**src/svrc_pkg.sv**
```systemverilog
`default_nettype none
// ----------------------------------------------------------------------------
// svrc_pkg
// Shared constants and types for the saturated vector rate controller.
// ----------------------------------------------------------------------------
package svrc_pkg;

  localparam int GAIN_W     = 24;  // falloff gain, unsigned Q0.24
  localparam int GAIN_FRAC  = 24;  // fraction bits of length * gain
  localparam int CFG_ADDR_W = 5;
  localparam int CFG_DATA_W = 32;
  localparam int REG_IDX_W  = 3;

  localparam logic [REG_IDX_W-1:0] REG_TARGET_X   = 3'd0;
  localparam logic [REG_IDX_W-1:0] REG_TARGET_Y   = 3'd1;
  localparam logic [REG_IDX_W-1:0] REG_TARGET_Z   = 3'd2;
  localparam logic [REG_IDX_W-1:0] REG_MAX_TORQUE = 3'd3;
  localparam logic [REG_IDX_W-1:0] REG_FALLOFF    = 3'd4;

  localparam int QDEPTH = 4;
  localparam int QPTR_W = 2;

  typedef struct packed {
    logic full;
    logic empty;
  } svrc_qstat_t;

endpackage
`default_nettype wire

```
**src/svrc_fifo.sv**
```systemverilog
`default_nettype none
// ----------------------------------------------------------------------------
// svrc_fifo
// Short request queue between the front and back parts.
// ----------------------------------------------------------------------------
module svrc_fifo import svrc_pkg::*; #(
  parameter int DW = 75
) (
  input  wire logic          clk,
  input  wire logic          rst_n,
  input  wire logic          push_valid,
  output logic               push_ready,
  input  wire logic [DW-1:0] push_data,
  output logic               pop_valid,
  input  wire logic          pop_en,
  output logic [DW-1:0]      pop_data,
  output svrc_qstat_t        stat
);

  logic [DW-1:0]     mem [QDEPTH];
  logic [QPTR_W-1:0] wr_r, rd_r;
  logic [QPTR_W:0]   cnt_r;
  logic              do_push, do_pop;

  assign stat.full   = (cnt_r == (QPTR_W+1)'(QDEPTH));
  assign stat.empty  = (cnt_r == '0);
  assign push_ready  = !stat.full;
  assign pop_valid   = !stat.empty;
  assign pop_data    = mem[rd_r];
  assign do_push     = push_valid && push_ready;
  assign do_pop      = pop_en && pop_valid;

  always_ff @(posedge clk) begin
    if (!rst_n) begin
      wr_r  <= '0;
      rd_r  <= '0;
      cnt_r <= '0;
    end else begin
      if (do_push) wr_r <= wr_r + 1'b1;
      if (do_pop)  rd_r <= rd_r + 1'b1;
      if (do_push && !do_pop) cnt_r <= cnt_r + 1'b1;
      else if (!do_push && do_pop) cnt_r <= cnt_r - 1'b1;
    end
  end

  always_ff @(posedge clk) begin
    if (do_push) mem[wr_r] <= push_data;
  end

endmodule
`default_nettype wire

```
**config.mk**
```make
export PLATFORM = sky130hd
export DESIGN_NAME = svrc_fifo
export DESIGN_NICKNAME = d
export VERILOG_FILES = /design/src/svrc_pkg.sv /design/src/svrc_fifo.sv
export SDC_FILE = /design/constraint.sdc
export NUM_CORES = 1
export LEC_CHECK = 0
export BUFFER_PORTS_ARGS = -buffer_cell sky130_fd_sc_hd__buf_2
export CORE_MARGIN = 2
export CORE_UTILIZATION = 40
export CTS_CLUSTER_SIZE = 20
export DETAILED_ROUTE_END_ITERATION = 10
export SLEW_MARGIN = 20
export SYNTH_ARGS = -nofsm -noshare
export SYNTH_HDL_FRONTEND = slang
export SYNTH_SLANG_ARGS = --single-unit
```
**constraint.sdc**
```tcl
create_clock -name clk -period 2.9 [get_ports clk]
set_input_delay 0.435 -clock clk [delete_from_list [all_inputs] [get_ports clk]]
set_output_delay 0.435 -clock clk [all_outputs]
set_load 0.03 [all_outputs]
```
After elaboration in Yosys (flattened, before gate mapping)
Memories as Yosys holds them, arrays and structs flattened. A register that Yosys moved wholly into a read port is not among the register bits.
Cells that the tools add are included.
Storage, ports and cells
  flip-flop bits (word level): 7
  word-level logic and storage cells: 25
  input bits: 79
  memories kept: 1
  memory bits (writable): 300
  output and inout port bits: 79
Operators by class
  add/sub/neg operators: 4
  muxes and demuxes: 6
  reduce and logical (&&, ||, !) cells: 10
  equal/unequal tests: 1
Memory list
  mem: words 4, bits a word 75, rd ports 1, clocked after Yosys merged registers in 1, write ports 1, RTL line svrc_fifo.sv:20  | logic [DW-1:0] mem [QDEPTH];
Operator list (number)
  $mux 3: 2
  $add 2x1->2 const B: 2
  $logic_and 1x1->1: 4
  $logic_not 1->1: 4
  $mux 2: 2
  $add 3x1->3 const B: 1
  $eq 3x3->1 const B: 1
  $logic_not 3->1: 1
  $sub 3x1->3 const B: 1
  $mux 1: 2
  $reduce_bool 2->1: 1

Depth between registers and ports, before layout
  word-level depth: 7
  mapped depth: 11
  gate-level depth less buffers: 10

Worst setup path after synthesis
Ideal clock, no wire load.
  kind: reg2reg
  from: register cnt_r[0]
  to: memory mem[0][0] (enable)
  buffers on the path: 1
  data arrival time: 3042 ps
  path slack: -583 ps
  required time: 2458 ps
  period minus slack after synthesis: 3483 ps
  setup time: 442 ps
  cell stages (with the launch flop): 7
  cell sequence: dfxtp_1 > nor2_1 > nand2_1 > inv_1 > nor2b_1 > buf_2 > and2_1
On the way
  cells in the longest elaborated chain, start to end: 5
Ends and longest elaborated chain
  start, declared: RTL line svrc_fifo.sv:22  | logic [QPTR_W:0] cnt_r;
  start signal, assigned: RTL line svrc_fifo.sv:41  | if (do_push && !do_pop) cnt_r <= cnt_r + 1'b1;
  start signal, assigned: RTL line svrc_fifo.sv:42  | else if (!do_push && do_pop) cnt_r <= cnt_r - 1'b1;
  $eq 3x3->1: RTL line svrc_fifo.sv:25  | assign stat.full = (cnt_r == (QPTR_W+1)'(QDEPTH));
  $logic_not 1->1: RTL line svrc_fifo.sv:27  | assign push_ready = !stat.full;
  net push_ready: RTL line svrc_fifo.sv:12  | output logic push_ready,
  $logic_and 1x1->1: RTL line svrc_fifo.sv:30  | assign do_push = push_valid && push_ready;
  net do_push: RTL line svrc_fifo.sv:23  | logic do_push, do_pop;
  $mux 1: RTL line svrc_fifo.sv:47  | if (do_push) mem[wr_r] <= push_data;
  $mux 1 (implied by the code): RTL line svrc_fifo.sv:47
  end, declared: RTL line svrc_fifo.sv:20
The timed path passes the listed nets, and every way through them passes these cells.

==> metrics.cfg <==
[logic_synthesis]
yosys.area.top_type = edfxtp_1
synth_enable_flop_cells = 300
async_flop_share = 0
synth_cell_types = 22
synth_area_um2 = 11300
netlist_instances = 442
synth_seq_cells = 309
synth_nets = 527
synth.avg_cell_area_um2 = 25.58
ys_top_cells_by_area = edfxtp_1 80%, mux4_2 15%, dfxtp_1 1.6%, buf_6 0.60%, ha_1 0.55%
yosysWarnings = 0
synth.top_cell.area_share = 0.7969
yosysSeqAreaShare = 0.8128
synthFlopType = edfxtp_1

[place]
dpl.hpwl_mm = 12.66
dpl_cell_area_um2 = 12660
placed_cells = 972
post-place-ws_ns = 0.5238
portBuffers = 157
gp_congestion = 0.7169

[clock_network]
post_cts_buffers = 0
cts_buffers = 31
cts_num_sinks = 309
htree_levels = 1
postCtsHoldBufs = 0
cts_resized = 0
clkLatencyLatePin_ns = 0.54
path_clk_slew_ns = 0.06
tritoncts = built
clockBufferDepth = 3
cts_root_buf = clkbuf_16

[timing]
finalSetupViolCount = 0
fin_hold_ws_ns = 0.1143
min_period_ns = 2.469
fin_tns_setup_ns = 0
finalCritPeriodShare = 0.8515
fmax_mhz = 405.0
hold_viol = 0
fin_ws_ns = 0.4308
rsz0062_at_grt = no
slew_viol_final = 0
fin_skew_ns = 0.007012
slew_headroom = 0.5745
worst_pin_slew_ns = 0.6383

[setup_path]
start_kind = flop
critPathArrivalTime_ns = 2.03
critPathBufInv = 2
critPathRequiredTime_ns = 2.47
critical_path_class = flop to output pin
cp_max_fo = 42
cp_cell_sequence = buf_12 -> mux4_2 -> buf_2
critPathSlowestCell = mux4_2
critPathCaptureType = output pin
crit_family = multiplexers
r2r_slack_ns = 0.53
crit_path_max_incr_delay_ns = 0.57

[cells_and_area]
layout-drive-gt1-share = 0.4508
area_growth_pct = 20.30
final_cell_count_no_fill = 1030
final_common_cell = edfxtp_1
final_core_util = 0.4895
final_cell_mix = 300 x edfxtp_1, 157 x buf_2, 75 x mux4_2
nets = 712
fin_area_um2 = 13600

[power_and_ir_drop]
powerDensity_nw_per_um2 = 939.5
vdd_ir_drop_max_v = 0.0005591
finalPower_mw = 12.78
power_leakage_nw = 4.549

[floorplan]
core-area_um2 = 27780
dieArea_um2 = 29620
start_util = 0.4069
die_h_um = 172.1
dieWidth_um = 172.1
rows = 61
num_io_pins = 158

[global_routing]
track_usage = 0.1400
grt_max_degree = 43
overflow = 0
grt_pass1_vias = 5510
antenna_found_initial = 3
grt_pass1_wl_mm = 31.30

[routing]
ant_nets = 0
drt-total-wl_mm = 20.62
viasPerCell = 4.945
drt_iter0_drc = 301
num_vias = 5093
drt_pre_antenna_iters = 4
route.detailed.drc = 0
avgRoutedWirePerCell_um = 20.02

[worst_hold_path]
hold_path.class = input port to flop

[job]
max_cap_viol_count = 0

[status]
status = completed

-- final cells by class --
class | count | area (µm²)
antenna | 2 | 5.005
clock buffer | 37 | 798.3
clock inverter | 19 | 133.9
fill | 2304 | 14180
inverter | 5 | 18.77
multi-input combinational | 110 | 1978
sequential | 309 | 9196
tap | 378 | 473.0
timing repair buffer | 170 | 996.0
-- metal layers --
layer  GRT usage  wire, µm
met5           0        13
met2      0.2397     10320
met4     0.03654       405
met3     0.03433      1462
met1      0.1801      8419
-- flip-flops by register name, indices dropped and copies added, names as in the netlist, named ones only --
name   flops
cnt_r      3
rd_r       2
wr_r       2
mem      300
-- cells by family after synthesis --
group	synth area share
AOI/OAI and AO/OA	0.002988
xor gates and xnor gates	0.003100
adders and majority gates	0.007305
buffers and inverters	0.01306
DFF	0.8128
muxes	0.1521
and+or+nand+nor	0.008633
-- cells in the mapped netlist (3+ instances only) --
master	instances
buf_2	7
clkbuf_1	3
dfxtp_1	9
edfxtp_1	300
and2_1	8
buf_6	6
mux4_2	75
ha_1	5
inv_1	5
xnor2_1	3
mux2i_1	3
nand2_1	5
-- path summary, 6_finish.rpt --
check	start	cells after the start	to
worst max-delay path	flop	3	pop_data[11]
worst min-delay path	push_data[25]	1	mem[3][25]
worst max register to register	cnt_r[1]	11	cnt_r[2]
worst min register to register	wr_r[0]	2	wr_r[0]
-- where the power goes --
part | total, mW | leakage [nW] | switching, mW | internal, mW
clock | 3.64 | 0.463 | 1.52 | 2.12
combinational | 3.59 | 1.26 | 2.22 | 1.36
sequential | 5.55 | 2.82 | 0.130 | 5.42
total | 12.8 | 4.55 | 3.88 | 8.90
(Power assumes the default switching activity.)
