File: src/svrc_pkg.sv
`default_nettype none
// ----------------------------------------------------------------------------
// svrc_pkg
// Shared constants and types for the saturated vector rate controller.
// ----------------------------------------------------------------------------
package svrc_pkg;

  localparam int GAIN_W     = 24;  // falloff gain, unsigned Q0.24
  localparam int GAIN_FRAC  = 24;  // fraction bits of length * gain
  localparam int CFG_ADDR_W = 5;
  localparam int CFG_DATA_W = 32;
  localparam int REG_IDX_W  = 3;

  localparam logic [REG_IDX_W-1:0] REG_TARGET_X   = 3'd0;
  localparam logic [REG_IDX_W-1:0] REG_TARGET_Y   = 3'd1;
  localparam logic [REG_IDX_W-1:0] REG_TARGET_Z   = 3'd2;
  localparam logic [REG_IDX_W-1:0] REG_MAX_TORQUE = 3'd3;
  localparam logic [REG_IDX_W-1:0] REG_FALLOFF    = 3'd4;

  localparam int QDEPTH = 4;
  localparam int QPTR_W = 2;

  typedef struct packed {
    logic full;
    logic empty;
  } svrc_qstat_t;

endpackage
`default_nettype wire

File: src/svrc_front.sv
`default_nettype none
// ----------------------------------------------------------------------------
// svrc_front
// Input register; forms per-axis error sign and magnitude for the queue.
// ----------------------------------------------------------------------------
module svrc_front import svrc_pkg::*; #(
  parameter int W = 24
) (
  input  wire logic             clk,
  input  wire logic             rst_n,
  input  wire logic             in_valid,
  output logic                  in_ready,
  input  wire logic [W-1:0]     cur_x,
  input  wire logic [W-1:0]     cur_y,
  input  wire logic [W-1:0]     cur_z,
  input  wire logic [W-1:0]     tgt_x,
  input  wire logic [W-1:0]     tgt_y,
  input  wire logic [W-1:0]     tgt_z,
  output logic                  push_valid,
  input  wire logic             push_ready,
  output logic [3*W+2:0]        push_data   // mag x,y,z then sign x,y,z
);

  logic         v_r;
  logic [W-1:0] cx_r, cy_r, cz_r;
  logic [W:0]   ex, ey, ez, ax, ay, az;

  assign in_ready   = !v_r || push_ready;
  assign push_valid = v_r;

  always_ff @(posedge clk) begin
    if (!rst_n) begin
      v_r <= 1'b0;
    end else if (in_ready) begin
      v_r <= in_valid;
    end
  end

  always_ff @(posedge clk) begin
    if (in_ready && in_valid) begin
      cx_r <= cur_x;
      cy_r <= cur_y;
      cz_r <= cur_z;
    end
  end

  // exact W+1 bit error; magnitude fits in W bits
  assign ex = {tgt_x[W-1], tgt_x} - {cx_r[W-1], cx_r};
  assign ey = {tgt_y[W-1], tgt_y} - {cy_r[W-1], cy_r};
  assign ez = {tgt_z[W-1], tgt_z} - {cz_r[W-1], cz_r};
  assign ax = ex[W] ? -ex : ex;
  assign ay = ey[W] ? -ey : ey;
  assign az = ez[W] ? -ez : ez;

  assign push_data = {ez[W], ey[W], ex[W], az[W-1:0], ay[W-1:0], ax[W-1:0]};

endmodule
`default_nettype wire

File: config.mk
export PLATFORM = sky130hd
export DESIGN_NAME = svrc_front
export DESIGN_NICKNAME = d
export VERILOG_FILES = /design/src/svrc_pkg.sv /design/src/svrc_front.sv
export SDC_FILE = /design/constraint.sdc
export NUM_CORES = 1
export LEC_CHECK = 0
export BUFFER_PORTS_ARGS = -buffer_cell sky130_fd_sc_hd__buf_2
export CELL_PAD_IN_SITES_DETAIL_PLACEMENT = 1
export CELL_PAD_IN_SITES_GLOBAL_PLACEMENT = 1
export CORE_MARGIN = 1.5
export CORE_UTILIZATION = 43
export CTS_CLUSTER_DIAMETER = 100
export DETAILED_ROUTE_END_ITERATION = 8
export MAX_ROUTING_LAYER = met4
export PLACE_DENSITY = 0.85
export SETUP_SLACK_MARGIN = 0.5
export SLEW_MARGIN = 30
export SYNTH_ARGS = -nofsm -noshare
export SYNTH_HDL_FRONTEND = slang
export SYNTH_SLANG_ARGS = --single-unit
File: constraint.sdc
create_clock -name clk -period 9.8 [get_ports clk]
set_clock_uncertainty 0.15 [all_clocks]
set_input_delay 0.49 -clock clk [delete_from_list [all_inputs] [get_ports clk]]
set_output_delay 0.49 -clock clk [all_outputs]
set_load 0.02 [all_outputs]
# Word-level counts from Yosys, hierarchy flattened
# Cells that the tools add are included.
# Widths: inputs -> output; s select.
[word_totals]
inputBits = 148
ff_bits = 73
latch_bits = 0
out_inout_bits = 77
romBits = 0
mem_bits_rw = 0
wordCells = 16
n_memories = 0
[classes]
mul = 0
mux = 3
magnitude_cmp = 0
bitwise_logic = 0
n_addsub = 6
shifts = 0
eq_ne = 0
n_reduce_logical = 3
div_mod_pow = 0
[op_table]
columns = ["operator", "n"]
rows = [
  ["$sub 24x24->25", 3],
  ["$mux 24", 3],
  ["$neg 24->24", 3],
  ["$logic_and 1x1->1", 1],
  ["$logic_not 1->1", 1],
  ["$logic_or 1x1->1", 1],
]

# Logic depth before layout (Yosys ltp)
[logic_depth]
depth_word = 3
ltp_mapped = 15

# Worst setup path before layout
# No wires, ideal clock.
[synth_timing]
kind = "input to output"
from = "input port tgt_z[0]"
to = "output port push_data[56]"
cell_stages = 14
setup_slack_ps = 5541
required_time_ps = 9160
arrival_time_ps = 3619
n_path_buf = 1
path_cell_list = "inv_1 > ha_1 > fa_1 > nor2b_1 > o31a_1 > o221a_2 > o21ai_1 > a311oi_1 > o21a_1 > o31ai_1 > a31oi_1 > clkbuf_1 > nor2_1 > xnor2_1"
[synth_between]
elab_chain_cells = 3
[synth_rtl]
columns = ["element", "line", "rtl"]
rows = [
  ["start: declaration", "svrc_front.sv:18", "input wire logic [W-1:0] tgt_z,"],
  ["$sub 24x24->25 (*)", "svrc_front.sv:50", "assign ez = {tgt_z[W-1], tgt_z} - {cz_r[W-1], cz_r};"],
  ["$neg 24->24", "svrc_front.sv:53", "assign az = ez[W] ? -ez : ez;"],
  ["$mux 24 (*)", "svrc_front.sv:53", ""],
  ["end: declaration", "svrc_front.sv:21", "output logic [3*W+2:0] push_data"],
]
# Mark *: on every way between the ends. The rest lies on a longest branch, timed or not.

# Worst setup path after layout
[layout_timing]
from = "register cx_r[0]"
to = "output port push_data[15]"
[layout_between]
elab_chain_cells = 3
[layout_rtl]
columns = ["element", "line", "rtl"]
rows = [
  ["start: declaration", "svrc_front.sv:25", "logic [W-1:0] cx_r, cy_r, cz_r;"],
  ["start signal: assignment", "svrc_front.sv:41", "cx_r <= cur_x;"],
  ["$sub 24x24->25 (*)", "svrc_front.sv:48", "assign ex = {tgt_x[W-1], tgt_x} - {cx_r[W-1], cx_r};"],
  ["$neg 24->24", "svrc_front.sv:51", "assign ax = ex[W] ? -ex : ex;"],
  ["$mux 24 (*)", "svrc_front.sv:51", ""],
]
# Marked as above.

==> summary.md <==
| Metric | Value |
|---|---|
| Detailed Route WL | `23.6 mm` |
| Asr flop ratio synth | `0` |
| Setup ws final | `4850 ps` |
| Hold path cells | `1` |
| Num CTS Buffers | `9` |
| Post-CTS repair timing setup buffer count | `0` |
| Hold EP | `cx_r[3]` |
| Via/cell ratio | `5.65` |
| Layout cell share with drive strength beyond 1 | `0.223` |
| Mapped Cells | `968` |
| Peak supply drop | `0.0822 mV` |
| Die X | `140 µm` |
| Worst reg2reg path depth | `3` |
| Avg Cell Area, Syn | `8.34 µm²` |
| CP Class | `register to primary output` |
| Pin count of the biggest net entering global routing | `73` |
| Critical Path End Type | `primary output` |
| Reg clk slew, reported paths | `70 ps` |
| Cell Area, Synth | `0.00807 mm²` |
| Placer congestion estimate | `0.892` |
| Vias in the first global route | `8057` |
| Post-route setup TNS | `0 ps` |
| Synthesized flop and latch total | `73` |
| Yosys warning count | `0` |
| Maxcap violations | `0` |
| Layout area overhead | `20.6%` |
| Min cycle time layout | `4950 ps` |
| Dominant cell type by area after synthesis | `edfxtp_1` |
| Final #Nets | `1403` |
| Initial Util | `0.443` |
| WHS | `167 ps` |
| Port Buffers | `224` |
| Die ar. | `0.0196 mm²` |
| CP startpoint kind | `register` |
| Hold Violations, Final | `0` |
| Slew headroom | `0.557` |
| Synth top area cells | `edfxtp_1, ha_1, xnor2_1, inv_1, a21oi_1` |
| Status | `finished clean` |
| Clock Tree Buf Depth | `2` |
| Synth cell types | `82` |
| Reg2reg start | `push_valid` |
| Post-Layout Cell Count | `1416` |
| DR iter-0 viols | `365` |
| Min-Delay Startpoint | `cur_x[3]` |
| Post-route ant nets | `0` |
| Chip Height | `140 µm` |
| Worst-path fanout max | `16` |
| H-tree depth | `3` |
| Worst reg-to-reg setup slack | `8160 ps` |
| Peak Freq | `0.202 GHz` |
| CTS root buf | `clkbuf_16` |
| Synth Flop Type | `edfxtp_1` |
| RSZ-0062 raised after global routing | `false` |
| Post-synth EDFFs | `72` |
| FF-to-FF End | `cy_r[12]` |
| Endpoints failing setup | `0` |
| Sequential fraction of the synthesis area | `0.270` |
| Net Count, Synth | `1194` |
| Initial antenna violation count | `4` |
| Post_cts resized | `0` |
| Worst Tran Pin Value | `663 ps` |
| Commonest cells in the netlist | `inv_1, ha_1, edfxtp_1` |
| Core Area | `0.0182 mm²` |
| HPWL Detailed | `19.1 mm` |
| Avg WL per Cell | `16.7 µm` |
| Max-slew violation count | `0` |
| Worst-Skew Late Latency | `340 ps` |
| Grt ovf | `0` |
| Clock tree from TritonCTS | `built` |
| Vias | `8004` |
| Setup WS pre-CTS | `5060 ps` |
| CTS Sinks | `73` |
| Placed insts | `1394` |
| Worst Hold Class | `primary input to register` |
| Residual DRC count | `0` |
| Io pins | `225` |
| Post-CTS Hold Fix Bufs | `0` |
| P_leak | `0.00445 µW` |
| Post-synth top area share | `0.268` |
| GRT Util Overall | `0.246` |
| Drt pass-1 iters | `4` |
| Rows | `49` |
| CP required | `9160 ps` |
| Most numerous cell in the Yosys netlist | `inv_1` |
| Critical Path AT | `4310 ps` |
| Power Density | `156 mW/mm²` |
| Crit share post-route | `0.505` |
| First-pass GRT wire length | `38.3 mm` |
==> worst max-delay path by stage <==
stage                   from             to  slack, ps
floorplan           tgt_z[0]  push_data[56]       5540
global placement    tgt_x[0]  push_data[15]       5110
detailed placement  tgt_x[0]   push_data[8]       5060
CTS                  cx_r[0]   push_data[8]       4890
global route         cx_r[0]   push_data[8]       4540
finish               cx_r[0]  push_data[15]       4850
==> worst max-delay path, stage by stage, from the launching register on <==
cell,delay (ps)
edfxtp_1,380
ha_1,250
fa_1,410
nor2b_1,190
o31a_1,280
o31a_1,190
o211ai_1,170
a21oi_1,340
a41o_1,240
nor2_1,60
a21oi_1,520
inv_1,390
o41ai_1,180
xnor2_1,170
buf_2,190
==> layout make-up <==
| cell class | instances | area [µm²] |
|---|---|---|
| fill | 2276 | 8480 |
| antenna | 5 | 12.5 |
| timing repair buffer | 227 | 1160 |
| clock buffer | 10 | 229 |
| tap | 229 | 287 |
| multi-input combinational | 761 | 5380 |
| sequential | 73 | 2180 |
| clock inverter | 6 | 88.8 |
| inverter | 105 | 394 |
==> through the flow <==
stage | power (µW) | utilization | area, µm²
global placement | 1140 | 0.515 | 9370
floorplan | 925 | - | 8070
detailed placement | 1160 | 0.515 | 9370
finish | 1520 | 0.534 | 9730
CTS | 1530 | 0.532 | 9690
global route | 1610 | 0.534 | 9730
==> cells in the final DEF (no fill, tap or decap), types with 9 or more instances in the layout <==
cell type    n
a21o_1      21
a21oi_1     68
a31oi_1     14
and2_1       9
and3_1       9
buf_2      224
clkbuf_16    9
edfxtp_1    72
ha_1        75
inv_1      104
nand2_1     64
nand2b_1    11
nand3_1     23
nor2_1      66
nor2b_1     17
nor3_1      25
o21a_1      21
o21ai_0     53
o21ai_1      9
o31ai_1     17
or3_1       17
xnor2_1     68
xor2_1      36
==> power breakdown <==
part           switching [µW]  internal (µW)  leakage, µW
logic                     489            294      0.00360
registers                5.11            365     0.000705
clock network             138            224     0.000151
==> kinds of logic (layout without fill, tap and decap cells) <==
| family | after synthesis | count (layout) | share of synthesized area |
|---|---|---|---|
| simple gates | 292 | 292 | 0.189 |
| compound gates | 283 | 283 | 0.235 |
| buf+inv | 134 | 348 | 0.0640 |
| xor+xnor | 104 | 104 | 0.113 |
| fa+ha+maj | 78 | 78 | 0.124 |
| flops | 73 | 73 | 0.270 |
| mux | 4 | 4 | 0.00512 |
| other cells | 0 | 5 | 0 |
==> per-layer routing <==
layer / GRT usage / vias to the layer above / part of all wire
li1: - / 3951 / -
met1: 0.292 / 3829 / 0.44
met2: 0.434 / 192 / 0.50
met3: 0.0297 / 32 / 0.035
met4: 0.0809 / 0 / 0.022
met5: - / - / 0
==> state kept, by name, summed over array words and instances (netlist names) <==
register and count:
cx_r 24, cy_r 24, cz_r 24, push_valid 1
No activity file was read; power rests on OpenSTA's default activity.
